==> config.mk <==
export PLATFORM = sky130hd
export DESIGN_NAME = strided_packbits_rle_decoder_unit_flat
export DESIGN_NICKNAME = d
export VERILOG_FILES = /design/src/rtl/sprle_pkg.sv /design/src/rtl/sprle_channels.sv /design/src/rtl/strided_packbits_rle_decoder_unit.sv /design/src/flat_wrapper.sv
export SDC_FILE = /design/constraint.sdc
export NUM_CORES = 1
export LEC_CHECK = 0
export BUFFER_PORTS_ARGS = -buffer_cell sky130_fd_sc_hd__buf_2
export CORE_MARGIN = 8
export CORE_UTILIZATION = 44
export DETAILED_ROUTE_END_ITERATION = 16
export GPL_ROUTABILITY_DRIVEN = 0
export GPL_TIMING_DRIVEN = 0
export PLACE_DENSITY = 0.67
export SETUP_SLACK_MARGIN = 0.05
export SLEW_MARGIN = 20
export SYNTH_ARGS = -nofsm -noshare
export SYNTH_HDL_FRONTEND = slang
export SYNTH_SLANG_ARGS = --single-unit
==> constraint.sdc <==
create_clock -name clock -period 5.5 [get_ports clock]
set_input_delay 0.55 -clock clock [delete_from_list [all_inputs] [get_ports clock]]
set_output_delay 0.55 -clock clock [all_outputs]
set_load 0.02 [all_outputs]
==> src/rtl/sprle_pkg.sv <==
// ----------------------------------------------------------------------------
// Strided PackBits decoder package
// Widths, register map, parser phases and the parser-to-address stage record.
// ----------------------------------------------------------------------------
package sprle_pkg;

   localparam int CsrAddrW  = 3;
   localparam int CsrDataW  = 32;
   localparam int StrideW   = 3;
   localparam int ByteW     = 8;
   localparam int PlaneW    = 2;
   localparam int IndexW    = 24;
   localparam int RunW      = 8;
   localparam int OutAddrW  = 24;
   localparam int TailW     = RunW + StrideW;
   localparam int FullAddrW = IndexW + StrideW + 1;
   localparam int WideW     = 64;

   localparam logic [StrideW-1:0] StrideReset = 3'd1;
   localparam logic               CsrRegStride = 1'b0;
   localparam logic [IndexW-1:0]  IndexMax = {IndexW{1'b1}};
   localparam logic [RunW:0]      RunBase = 9'd257;
   localparam logic [RunW-1:0]    LiteralRun = 8'd1;
   localparam logic [ByteW-1:0]   RunCtrlMin = 8'd128;

   typedef enum logic [1:0] {
      PH_CTRL = 2'd0,
      PH_LIT  = 2'd1,
      PH_RUN  = 2'd2
   } phase_type;

   typedef struct packed {
      logic [PlaneW-1:0] plane;
      logic [ByteW-1:0]  value;
      logic [RunW-1:0]   run;
      logic [IndexW-1:0] index;
      logic [TailW-1:0]  tail;
   } emit_type;

endpackage

==> src/rtl/sprle_channels.sv <==
// ----------------------------------------------------------------------------
// Strided PackBits decoder channels
// Valid/ready interfaces for the compressed byte requests and the results.
// ----------------------------------------------------------------------------
interface sprle_req_if;
   logic                         valid;
   logic                         ready;
   logic [sprle_pkg::ByteW-1:0]  in_byte;
   logic [sprle_pkg::PlaneW-1:0] plane;
   logic                         last;

   modport source (output valid, output in_byte, output plane, output last, input ready);
   modport sink   (input valid, input in_byte, input plane, input last, output ready);
endinterface

interface sprle_rsp_if;
   logic                           valid;
   logic                           ready;
   logic [sprle_pkg::OutAddrW-1:0] out_addr;
   logic [sprle_pkg::ByteW-1:0]    out_value;
   logic [sprle_pkg::RunW-1:0]     run_length;
   logic                           out_of_range;

   modport source (output valid, output out_addr, output out_value, output run_length,
                   output out_of_range, input ready);
   modport sink   (input valid, input out_addr, input out_value, input run_length,
                   input out_of_range, output ready);
endinterface

==> src/rtl/strided_packbits_rle_decoder_unit.sv <==
// ----------------------------------------------------------------------------
// Strided PackBits run-length decoder
// Takes one compressed byte per cycle unless the result side stalls, and issues
// one result per literal byte or run value, with the strided destination
// address of its first element. Throughput is one request per clock when not
// stalled, set by the parser state update. A result passes the parser stage
// register, then the address multiply and range check. Control bytes give no
// result. The stride register at offset 0 may only be written while idle.
// ----------------------------------------------------------------------------
module strided_packbits_rle_decoder_unit #(
   parameter int ADDR_BITS = 24
) (
   input  logic                             clock,
   input  logic                             reset,
   sprle_req_if.sink                        req,
   sprle_rsp_if.source                      rsp,
   input  logic                             csr_psel,
   input  logic                             csr_penable,
   input  logic                             csr_pwrite,
   input  logic [sprle_pkg::CsrAddrW-1:0]   csr_paddr,
   input  logic [sprle_pkg::CsrDataW-1:0]   csr_pwdata,
   output logic [sprle_pkg::CsrDataW-1:0]   csr_prdata,
   output logic                             csr_pready
);

   logic [sprle_pkg::StrideW-1:0]  stride_ff;
   logic [sprle_pkg::StrideW-1:0]  stride_in;

   sprle_pkg::phase_type           phase_ff;
   sprle_pkg::phase_type           phase_in;
   logic [sprle_pkg::RunW-1:0]     lit_left_ff;
   logic [sprle_pkg::RunW-1:0]     lit_left_in;
   logic [sprle_pkg::RunW-1:0]     pend_run_ff;
   logic [sprle_pkg::RunW-1:0]     pend_run_in;
   logic [sprle_pkg::IndexW-1:0]   elem_idx_ff;
   logic [sprle_pkg::IndexW-1:0]   elem_idx_in;

   logic                           emit_valid;
   sprle_pkg::emit_type            emit_data;
   logic [sprle_pkg::RunW-1:0]     lit_dec;
   logic [sprle_pkg::RunW-1:0]     run_m1;
   logic [sprle_pkg::IndexW:0]     idx_sum;

   logic                           a_valid_ff;
   logic                           a_valid_in;
   sprle_pkg::emit_type            a_data_ff;

   logic                           rsp_valid_ff;
   logic                           rsp_valid_in;
   logic [sprle_pkg::OutAddrW-1:0] rsp_addr_ff;
   logic [sprle_pkg::ByteW-1:0]    rsp_value_ff;
   logic [sprle_pkg::RunW-1:0]     rsp_run_ff;
   logic                           rsp_oor_ff;

   logic [sprle_pkg::FullAddrW-1:0] addr_full;
   logic [sprle_pkg::FullAddrW-1:0] end_full;
   logic [sprle_pkg::WideW-1:0]     end_wide;
   logic                            oor;

   logic req_fire;
   logic a_ready;
   logic b_ready;
   logic csr_wr;

   // config port
   assign csr_pready = 1'b1;
   assign csr_wr     = csr_psel && csr_penable && csr_pwrite;

   always_comb begin
      stride_in = stride_ff;
      if (csr_wr && (csr_paddr[2] == sprle_pkg::CsrRegStride)) begin
         stride_in = csr_pwdata[sprle_pkg::StrideW-1:0];
      end
   end

   always_comb begin
      csr_prdata = '0;
      if (csr_paddr[2] == sprle_pkg::CsrRegStride) begin
         csr_prdata = sprle_pkg::CsrDataW'(stride_ff);
      end
   end

   always_ff @(posedge clock) begin
      if (reset) begin
         stride_ff <= sprle_pkg::StrideReset;
      end else begin
         stride_ff <= stride_in;
      end
   end

   // handshake
   assign b_ready   = !rsp_valid_ff || rsp.ready;
   assign a_ready   = !a_valid_ff || b_ready;
   assign req.ready = a_ready;
   assign req_fire  = req.valid && a_ready;

   // parser
   assign lit_dec = lit_left_ff - sprle_pkg::RunW'(lit_left_ff != '0);

   always_comb begin
      phase_in    = phase_ff;
      lit_left_in = lit_left_ff;
      pend_run_in = pend_run_ff;
      emit_valid  = 1'b0;
      emit_data.plane = req.plane;
      emit_data.value = req.in_byte;
      emit_data.run   = sprle_pkg::LiteralRun;
      emit_data.index = elem_idx_ff;
      case (phase_ff)
         sprle_pkg::PH_LIT: begin
            emit_valid  = 1'b1;
            lit_left_in = lit_dec;
            if (lit_dec == '0) begin
               phase_in = sprle_pkg::PH_CTRL;
            end
         end
         sprle_pkg::PH_RUN: begin
            emit_valid     = 1'b1;
            emit_data.run  = pend_run_ff;
            pend_run_in    = '0;
            phase_in       = sprle_pkg::PH_CTRL;
         end
         default: begin
            if (req.in_byte < sprle_pkg::RunCtrlMin) begin
               lit_left_in = req.in_byte + sprle_pkg::LiteralRun;
               phase_in    = sprle_pkg::PH_LIT;
            end else begin
               pend_run_in = sprle_pkg::RunW'(sprle_pkg::RunBase - {1'b0, req.in_byte});
               phase_in    = sprle_pkg::PH_RUN;
            end
         end
      endcase

      run_m1         = emit_data.run - sprle_pkg::LiteralRun;
      emit_data.tail = sprle_pkg::TailW'(run_m1) * sprle_pkg::TailW'(stride_ff);

      idx_sum     = {1'b0, elem_idx_ff} + (sprle_pkg::IndexW + 1)'(emit_data.run);
      elem_idx_in = elem_idx_ff;
      if (emit_valid) begin
         elem_idx_in = idx_sum[sprle_pkg::IndexW] ? sprle_pkg::IndexMax
                                                  : idx_sum[sprle_pkg::IndexW-1:0];
      end

      if (req.last) begin
         phase_in    = sprle_pkg::PH_CTRL;
         lit_left_in = '0;
         pend_run_in = '0;
         elem_idx_in = '0;
      end
   end

   always_ff @(posedge clock) begin
      if (reset) begin
         phase_ff    <= sprle_pkg::PH_CTRL;
         lit_left_ff <= '0;
         pend_run_ff <= '0;
         elem_idx_ff <= '0;
      end else if (req_fire) begin
         phase_ff    <= phase_in;
         lit_left_ff <= lit_left_in;
         pend_run_ff <= pend_run_in;
         elem_idx_ff <= elem_idx_in;
      end
   end

   // parser stage register
   always_comb begin
      a_valid_in = a_valid_ff;
      if (req_fire) begin
         a_valid_in = emit_valid;
      end else if (b_ready) begin
         a_valid_in = 1'b0;
      end
   end

   always_ff @(posedge clock) begin
      if (reset) begin
         a_valid_ff <= 1'b0;
      end else begin
         a_valid_ff <= a_valid_in;
      end
   end

   always_ff @(posedge clock) begin
      if (req_fire && emit_valid) begin
         a_data_ff <= emit_data;
      end
   end

   // address and range check
   always_comb begin
      addr_full = sprle_pkg::FullAddrW'(a_data_ff.index) * sprle_pkg::FullAddrW'(stride_ff)
                + sprle_pkg::FullAddrW'(a_data_ff.plane);
      end_full  = addr_full + sprle_pkg::FullAddrW'(a_data_ff.tail);
      end_wide  = sprle_pkg::WideW'(end_full);
      oor       = (end_wide >> ADDR_BITS) != '0;
   end

   always_comb begin
      rsp_valid_in = rsp_valid_ff;
      if (b_ready) begin
         rsp_valid_in = a_valid_ff;
      end
   end

   always_ff @(posedge clock) begin
      if (reset) begin
         rsp_valid_ff <= 1'b0;
      end else begin
         rsp_valid_ff <= rsp_valid_in;
      end
   end

   always_ff @(posedge clock) begin
      if (b_ready && a_valid_ff) begin
         rsp_addr_ff  <= addr_full[sprle_pkg::OutAddrW-1:0];
         rsp_value_ff <= a_data_ff.value;
         rsp_run_ff   <= a_data_ff.run;
         rsp_oor_ff   <= oor;
      end
   end

   assign rsp.valid        = rsp_valid_ff;
   assign rsp.out_addr     = rsp_addr_ff;
   assign rsp.out_value    = rsp_value_ff;
   assign rsp.run_length   = rsp_run_ff;
   assign rsp.out_of_range = rsp_oor_ff;

endmodule

==> src/flat_wrapper.sv <==
// flat-port wrapper written by rule: the top's interface ports become plain ports
module strided_packbits_rle_decoder_unit_flat 
#(
   parameter int ADDR_BITS = 24
)
  (clock, reset, csr_psel, csr_penable, csr_pwrite, csr_paddr, csr_pwdata, csr_prdata, csr_pready, req_valid, req_in_byte, req_plane, req_last, req_ready, rsp_valid, rsp_out_addr, rsp_out_value, rsp_run_length, rsp_out_of_range, rsp_ready);
  sprle_req_if req_i ();
  sprle_rsp_if rsp_i ();
  input  logic clock;
  input  logic reset;
  input  logic csr_psel;
  input  logic csr_penable;
  input  logic csr_pwrite;
  input  logic [sprle_pkg::CsrAddrW-1:0] csr_paddr;
  input  logic [sprle_pkg::CsrDataW-1:0] csr_pwdata;
  output logic [sprle_pkg::CsrDataW-1:0] csr_prdata;
  output logic csr_pready;
  input wire logic [$bits(req_i.valid)-1:0] req_valid;
  input wire logic [$bits(req_i.in_byte)-1:0] req_in_byte;
  input wire logic [$bits(req_i.plane)-1:0] req_plane;
  input wire logic [$bits(req_i.last)-1:0] req_last;
  output wire logic [$bits(req_i.ready)-1:0] req_ready;
  output wire logic [$bits(rsp_i.valid)-1:0] rsp_valid;
  output wire logic [$bits(rsp_i.out_addr)-1:0] rsp_out_addr;
  output wire logic [$bits(rsp_i.out_value)-1:0] rsp_out_value;
  output wire logic [$bits(rsp_i.run_length)-1:0] rsp_run_length;
  output wire logic [$bits(rsp_i.out_of_range)-1:0] rsp_out_of_range;
  input wire logic [$bits(rsp_i.ready)-1:0] rsp_ready;
  assign req_i.valid = req_valid;
  assign req_i.in_byte = req_in_byte;
  assign req_i.plane = req_plane;
  assign req_i.last = req_last;
  assign req_ready = req_i.ready;
  assign rsp_valid = rsp_i.valid;
  assign rsp_out_addr = rsp_i.out_addr;
  assign rsp_out_value = rsp_i.out_value;
  assign rsp_run_length = rsp_i.run_length;
  assign rsp_out_of_range = rsp_i.out_of_range;
  assign rsp_i.ready = rsp_ready;
  strided_packbits_rle_decoder_unit #(.ADDR_BITS(ADDR_BITS)) u_core (.clock(clock), .reset(reset), .req(req_i), .rsp(rsp_i), .csr_psel(csr_psel), .csr_penable(csr_penable), .csr_pwrite(csr_pwrite), .csr_paddr(csr_paddr), .csr_pwdata(csr_pwdata), .csr_prdata(csr_prdata), .csr_pready(csr_pready));
endmodule
After elaboration in Yosys (flattened, before gate mapping)
Cells that the tools add are included.
{"block": "op_classes", "n_reduce_logical": 21, "n_shift": 0, "n_addsub": 7, "order_cmp": 1, "div": 0, "n_mul": 2, "n_bitwise": 1, "muxes": 18, "eq_ne": 6}
{"cell": "two-way mux 24 bit", "count": 3}
{"cell": "nonzero test 64 bit", "count": 1}
{"cell": "two-way mux 8 bit", "count": 5}
{"cell": "one-hot mux 8 bit (2 select lines)", "count": 2}
{"cell": "adder 27 x 2 -> 28 bit", "count": 1}
{"cell": "adder 28 x 11 -> 28 bit", "count": 1}
{"cell": "multiplier 24 x 3 -> 27 bit", "count": 1}
{"cell": "adder 24 x 8 -> 25 bit", "count": 1}
{"cell": "multiplier 8 x 3 -> 11 bit", "count": 1}
{"cell": "adder 8 x 1 -> 8 bit (second input constant)", "count": 1}
{"cell": "logical NOT 8 bit", "count": 1}
{"cell": "less-than comparator 8 bit (second input constant)", "count": 1}
{"cell": "nonzero test 8 bit", "count": 1}
{"cell": "subtractor 1 x 8 -> 8 bit (first input constant)", "count": 1}
{"cell": "subtractor 8 x 1 -> 8 bit", "count": 1}
{"cell": "subtractor 8 x 1 -> 8 bit (second input constant)", "count": 1}
{"cell": "logical AND 1 bit", "count": 6}
{"cell": "two-way mux 2 bit", "count": 3}
{"cell": "AND reduction 3 bit", "count": 2}
{"cell": "!= test 2 bit (second input constant)", "count": 2}
{"cell": "one-hot mux 2 bit (2 select lines)", "count": 1}
{"cell": "AND reduction 2 bit", "count": 2}
{"cell": "nonzero test 2 bit", "count": 2}
{"cell": "two-way mux 1 bit", "count": 3}
{"cell": "10 further kinds", "count": 12}
{"block": "word_totals", "reg_bits": 141, "rom_bits": 0, "ramBits": 0, "input_bits": 53, "mem_count": 0, "word_cells": 72, "latch_bits": 0}

Logic depth before layout (Yosys ltp)
{"block": "logic_depth", "depth_word": 6, "mapped_depth": 20}

Least setup slack after synthesis
Ideal clock, no wire load.
{"block": "synth_path", "path_kind": "register -> register", "from": "register u_core.stride_ff[1] (netlist bit)", "to": "register u_core.rsp_oor_ff, in the netlist u_core.rsp.out_of_range (data pin)", "setup_slack_ps": 1335, "period_less_slack_ps": 4165, "stages_incl_launch_ff": 18, "required_time_ps": 5230, "t_arrival_ps": 3894, "setup_time_ps": 270, "path_cell_list": "dfxtp_1 > clkbuf_1 > and2_1 > fa_1 > ha_1 > ha_1 > a21oi_2 > o21ai_1 > nor2_1 > o21ai_0 > xor2_1 > ha_1 > a2111oi_0 > o21ai_0 > o22a_1 > and4_2 > nand4_1 > o41ai_2"}
{"block": "synth_between", "elab_chain_len": 4}
{"item": "start: declaration", "line": "strided_packbits_rle_decoder_unit.sv:26", "source": "logic [sprle_pkg::StrideW-1:0] stride_ff;"}
{"item": "start signal: assignment", "line": "strided_packbits_rle_decoder_unit.sv:85", "source": "stride_ff <= sprle_pkg::StrideReset;"}
{"item": "start signal: assignment", "line": "strided_packbits_rle_decoder_unit.sv:87", "source": "stride_ff <= stride_in;"}
{"item": "multiplier 24 x 3 -> 27 bit", "line": "strided_packbits_rle_decoder_unit.sv:192", "source": "addr_full = sprle_pkg::FullAddrW'(a_data_ff.index) * sprle_pkg::FullAddrW'(stride_ff)"}
{"item": "adder 27 x 2 -> 28 bit", "line": "strided_packbits_rle_decoder_unit.sv:193", "source": "+ sprle_pkg::FullAddrW'(a_data_ff.plane);"}
{"item": "via u_core.addr_full, one bit", "line": "strided_packbits_rle_decoder_unit.sv:55", "source": "logic [sprle_pkg::FullAddrW-1:0] addr_full;"}
{"item": "adder 28 x 11 -> 28 bit", "line": "strided_packbits_rle_decoder_unit.sv:194", "source": "end_full = addr_full + sprle_pkg::FullAddrW'(a_data_ff.tail);"}
{"item": "nonzero test 64 bit", "line": "strided_packbits_rle_decoder_unit.sv:196", "source": "oor = (end_wide >> ADDR_BITS) != '0;"}
{"item": "via u_core.oor", "line": "strided_packbits_rle_decoder_unit.sv:58", "source": "logic oor;"}
{"item": "end signal: assignment", "line": "strided_packbits_rle_decoder_unit.sv:219", "source": "rsp_oor_ff <= oor;"}
{"item": "end: declaration", "line": "strided_packbits_rle_decoder_unit.sv:53", "source": "logic rsp_oor_ff;"}
The timed path passes the listed nets, and every way through them passes these cells.
A chain may end at the register's enable or synchronous reset.

Worst setup path after layout
Ends and elaborated chain as after synthesis.

==> flow_summary.toml <==
[status]
status = "complete, no violations"

[synthesis]
synth.avg_cell_area_um2 = 9.87
yosys.area.top_type = "edfxtp_1"
yosys.area.top_type_share_pct = 29.1
yosys_warnings = 0
synthCells = 983
netlist_area_mm2 = 0.00971
ys_seq_area_share_pct = 38.8
synth_top_flop_cell = "edfxtp_1"
synth_area_leaders = "edfxtp_1, ha_1, dfxtp_1, fa_1, and2_1"
yosysUniqueCellTypes = 83
async_flop_share_pct = 0
synth_edf_count = 94
ys_ff_latch = 141

[cts]
root_buffer = "clkbuf_16"
cts_resized = 0
clock_path_buffers = 2
cts.sink_count = 141
cts_buffers = 17
cts_setup_buffers = 0
h-tree-depth = 4
clk_latency_ps = 430
path_clk_slew_ps = 70
hold_buffers = 0
cts_tree = "yes"

[timing]
hold_violations = 0
setup_tns_ps = 0
grt_setup_unrepaired = "false"
fmax_ghz = 0.201
fin_crit_ps = 4980
worst_pin_slew_ps = 1050
fin_skew_ps = 12.2
fin_crit_sh_pct = 90.5
slew-limit-headroom_pct = 29.3
final_max_slew_viol_count = 0
hold_slack_ps = 287
setup_viol = 0

[global_route]
first_global_vias = 7184
grt_antenna_before_repair = 0
grt_pass1_wl_um = 34500
grt_remaining_overflow = 0
grt_usage_pct = 15.8
grt_max_degree = 26

[finish]
area_growth_pct = 15.5
nFillCells = 1985
nets = 1272
drive_above_1_share_pct = 14.9
postLayoutCoreUtil_pct = 51.5
diodes = 0
final_area_mm2 = 0.0112

[power]
leakagePower_nw = 4.89
finalPower_mw = 2.65
ir_drop_mv = 0.204
cellPowerDensity_mw_per_mm2 = 237

[routing]
firstDrtPassIters = 5
route.vias.total = 7282
vias_per_cell = 5.23
ant_nets = 0
detail_route.wirelength_um = 20900
wire_per_inst_um = 15.0
drcViolationCount = 0
drt-initial-drc-count = 388

[floorplanning]
start_util_pct = 44.6
io_pins = 129
core_mm2 = 0.0218
rows = 54
fp.dieH_um = 165
dieArea_mm2 = 0.0271
die_w_um = 165

[critical_path]
worst-path-max-fanout = 10
r2r-start = "u_core.stride_ff[1]"
crit_chain = "clkbuf_1, and2_1, fa_1, ha_1, ha_1, a21oi_2, o21ai_1, nor2_1, o21ai_0, xor2_1, ha_1, a2111oi_0, o21ai_0, o22a_1, and4_2, nand4_1, o41ai_2"
criticalPathCategory = "reg -> reg"
crit_path_end_kind = "flip-flop"
reg2regPathDepth = 17
startpoint = "u_core.stride_ff[1]"
startpoint_type = "flip-flop"
critPathSlowestCell = "dfxtp_1"
cp_num_buf_inv = 1
rrSetupSlack_ps = 520
slowest_delay_ps = 490
worstPathRequired_ps = 5660
crit_arrival_ps = 5140
r2r-end = "u_core.rsp.out_of_range"
crit_family = "compound AO/OA/AOI/OAI gates"
cp_common_cell = "ha_1"

[worst_hold_path]
min_from = "req_plane[1]"
whs_endpoint = "u_core.a_data_ff[52]"
hold_depth = 1
holdCritPathClass = "in -> reg"

[placement]
hpwl_um = 16300
port_buffers = 66
placed_area_mm2 = 0.0106

[flow_run]
cap_violations = 0
-- registers in the layout, indices dropped and copies added, names as in the netlist, 2 cells and up --
| signal | flops |
|---|---|
| u_core.rsp.out_value | 8 |
| u_core.phase_ff | 2 |
| u_core.rsp.run_length | 8 |
| u_core.pend_run_ff | 8 |
| u_core.rsp.out_addr | 24 |
| u_core.stride_ff | 3 |
| u_core.elem_idx_ff | 24 |
| u_core.lit_left_ff | 8 |
| u_core.a_data_ff | 53 |
-- placed cells by master, fill, tap and decap left out, types with 5 or more instances in the layout --
cell type	count
a21o_1	11
buf_4	32
nand3_1	19
o21ai_0	45
nand2_1	88
nand2b_1	8
a21oi_1	62
xnor2_1	36
nor2b_1	12
inv_1	65
fa_1	31
clkinv_8	8
nor2_1	64
ha_1	89
buf_2	69
o21a_1	7
o21ai_1	5
xor2_1	16
conb_1	30
nand4_1	11
dfxtp_1	47
and3_1	9
a31oi_1	9
clkbuf_16	17
a22oi_1	12
clkbuf_1	26
and2_1	70
or3_1	5
nor3_1	16
edfxtp_1	94
-- per-layer routing --
| metal | track usage, % | vias to the layer above | wire, um |
|---|---|---|---|
| met1 | 19.1 | 3445 | 9280 |
| met5 | 0 | - | 0 |
| li1 | - | 3657 | - |
| met3 | 3.44 | 31 | 975 |
| met2 | 27.1 | 149 | 10200 |
| met4 | 5.53 | 0 | 403 |
-- power breakdown --
group / internal (mW) / total (mW) / switching [mW]
registers: 1.15 / 1.17 / 0.0123
clock network: 0.620 / 1.17 / 0.546
logic: 0.127 / 0.323 / 0.197
total: 1.90 / 2.65 / 0.755
-- final cells by class --
type	instances	area, um^2	share of cell area (%)
multi-input cells	740	5430	48.4
flip-flops and latches	141	3760	33.6
inverters	65	244	2.18
clock buffers	17	425	3.79
clock inverters	15	199	1.77
plain buffers	65	387	3.45
well taps	280	350	3.12
repair buffers	69	413	3.68
-- kinds of logic after synthesis --
group | count (synthesis) | share of synthesized area, %
AND/OR/NAND/NOR | 324 | 17.1
flip-flops | 141 | 38.8
other | 2 | 0.0774
XOR/XNOR | 53 | 4.86
adder cells (fa/ha/maj) | 120 | 17.9
AO/OA/AOI/OAI | 209 | 14.4
buffers and inverters | 130 | 6.50
multiplexers | 4 | 0.412
-- Yosys cell counts, types with 5 or more instances --
library cell and instances:
or3_1 5, nand2_1 88, nor2_1 65, fa_1 31, o21a_1 7, buf_4 32, nor3_1 16, nor2b_1 13
clkbuf_1 26, a21o_1 11, dfxtp_1 47, xor2_1 16, nand4_1 11, a31oi_1 9, and3_1 9, xnor2_1 36
o21ai_0 45, edfxtp_1 94, o21ai_1 5, nand2b_1 8, a21oi_1 62, nand3_1 19, and2_1 70, a22oi_1 12
ha_1 89, inv_1 65
-- metrics by stage --
stage	setup slack (ps)	cells
final	523	1392
after global routing	161	1392
after CTS	499	1392
after detailed placement	529	1360
after global placement	664	1357
after floorplan	1340	1011
-- worst max-delay path by stage --
stage	to	slack (ps)	cells after the start
floorplan	u_core.rsp.out_of_range	1340	17
global placement	u_core.rsp.out_of_range	660	17
detailed placement	u_core.rsp.out_of_range	530	17
CTS	u_core.rsp.out_of_range	500	17
global route	u_core.rsp.out_of_range	160	17
finish	u_core.rsp.out_of_range	520	17
No activity file was read; power rests on OpenSTA's default activity.
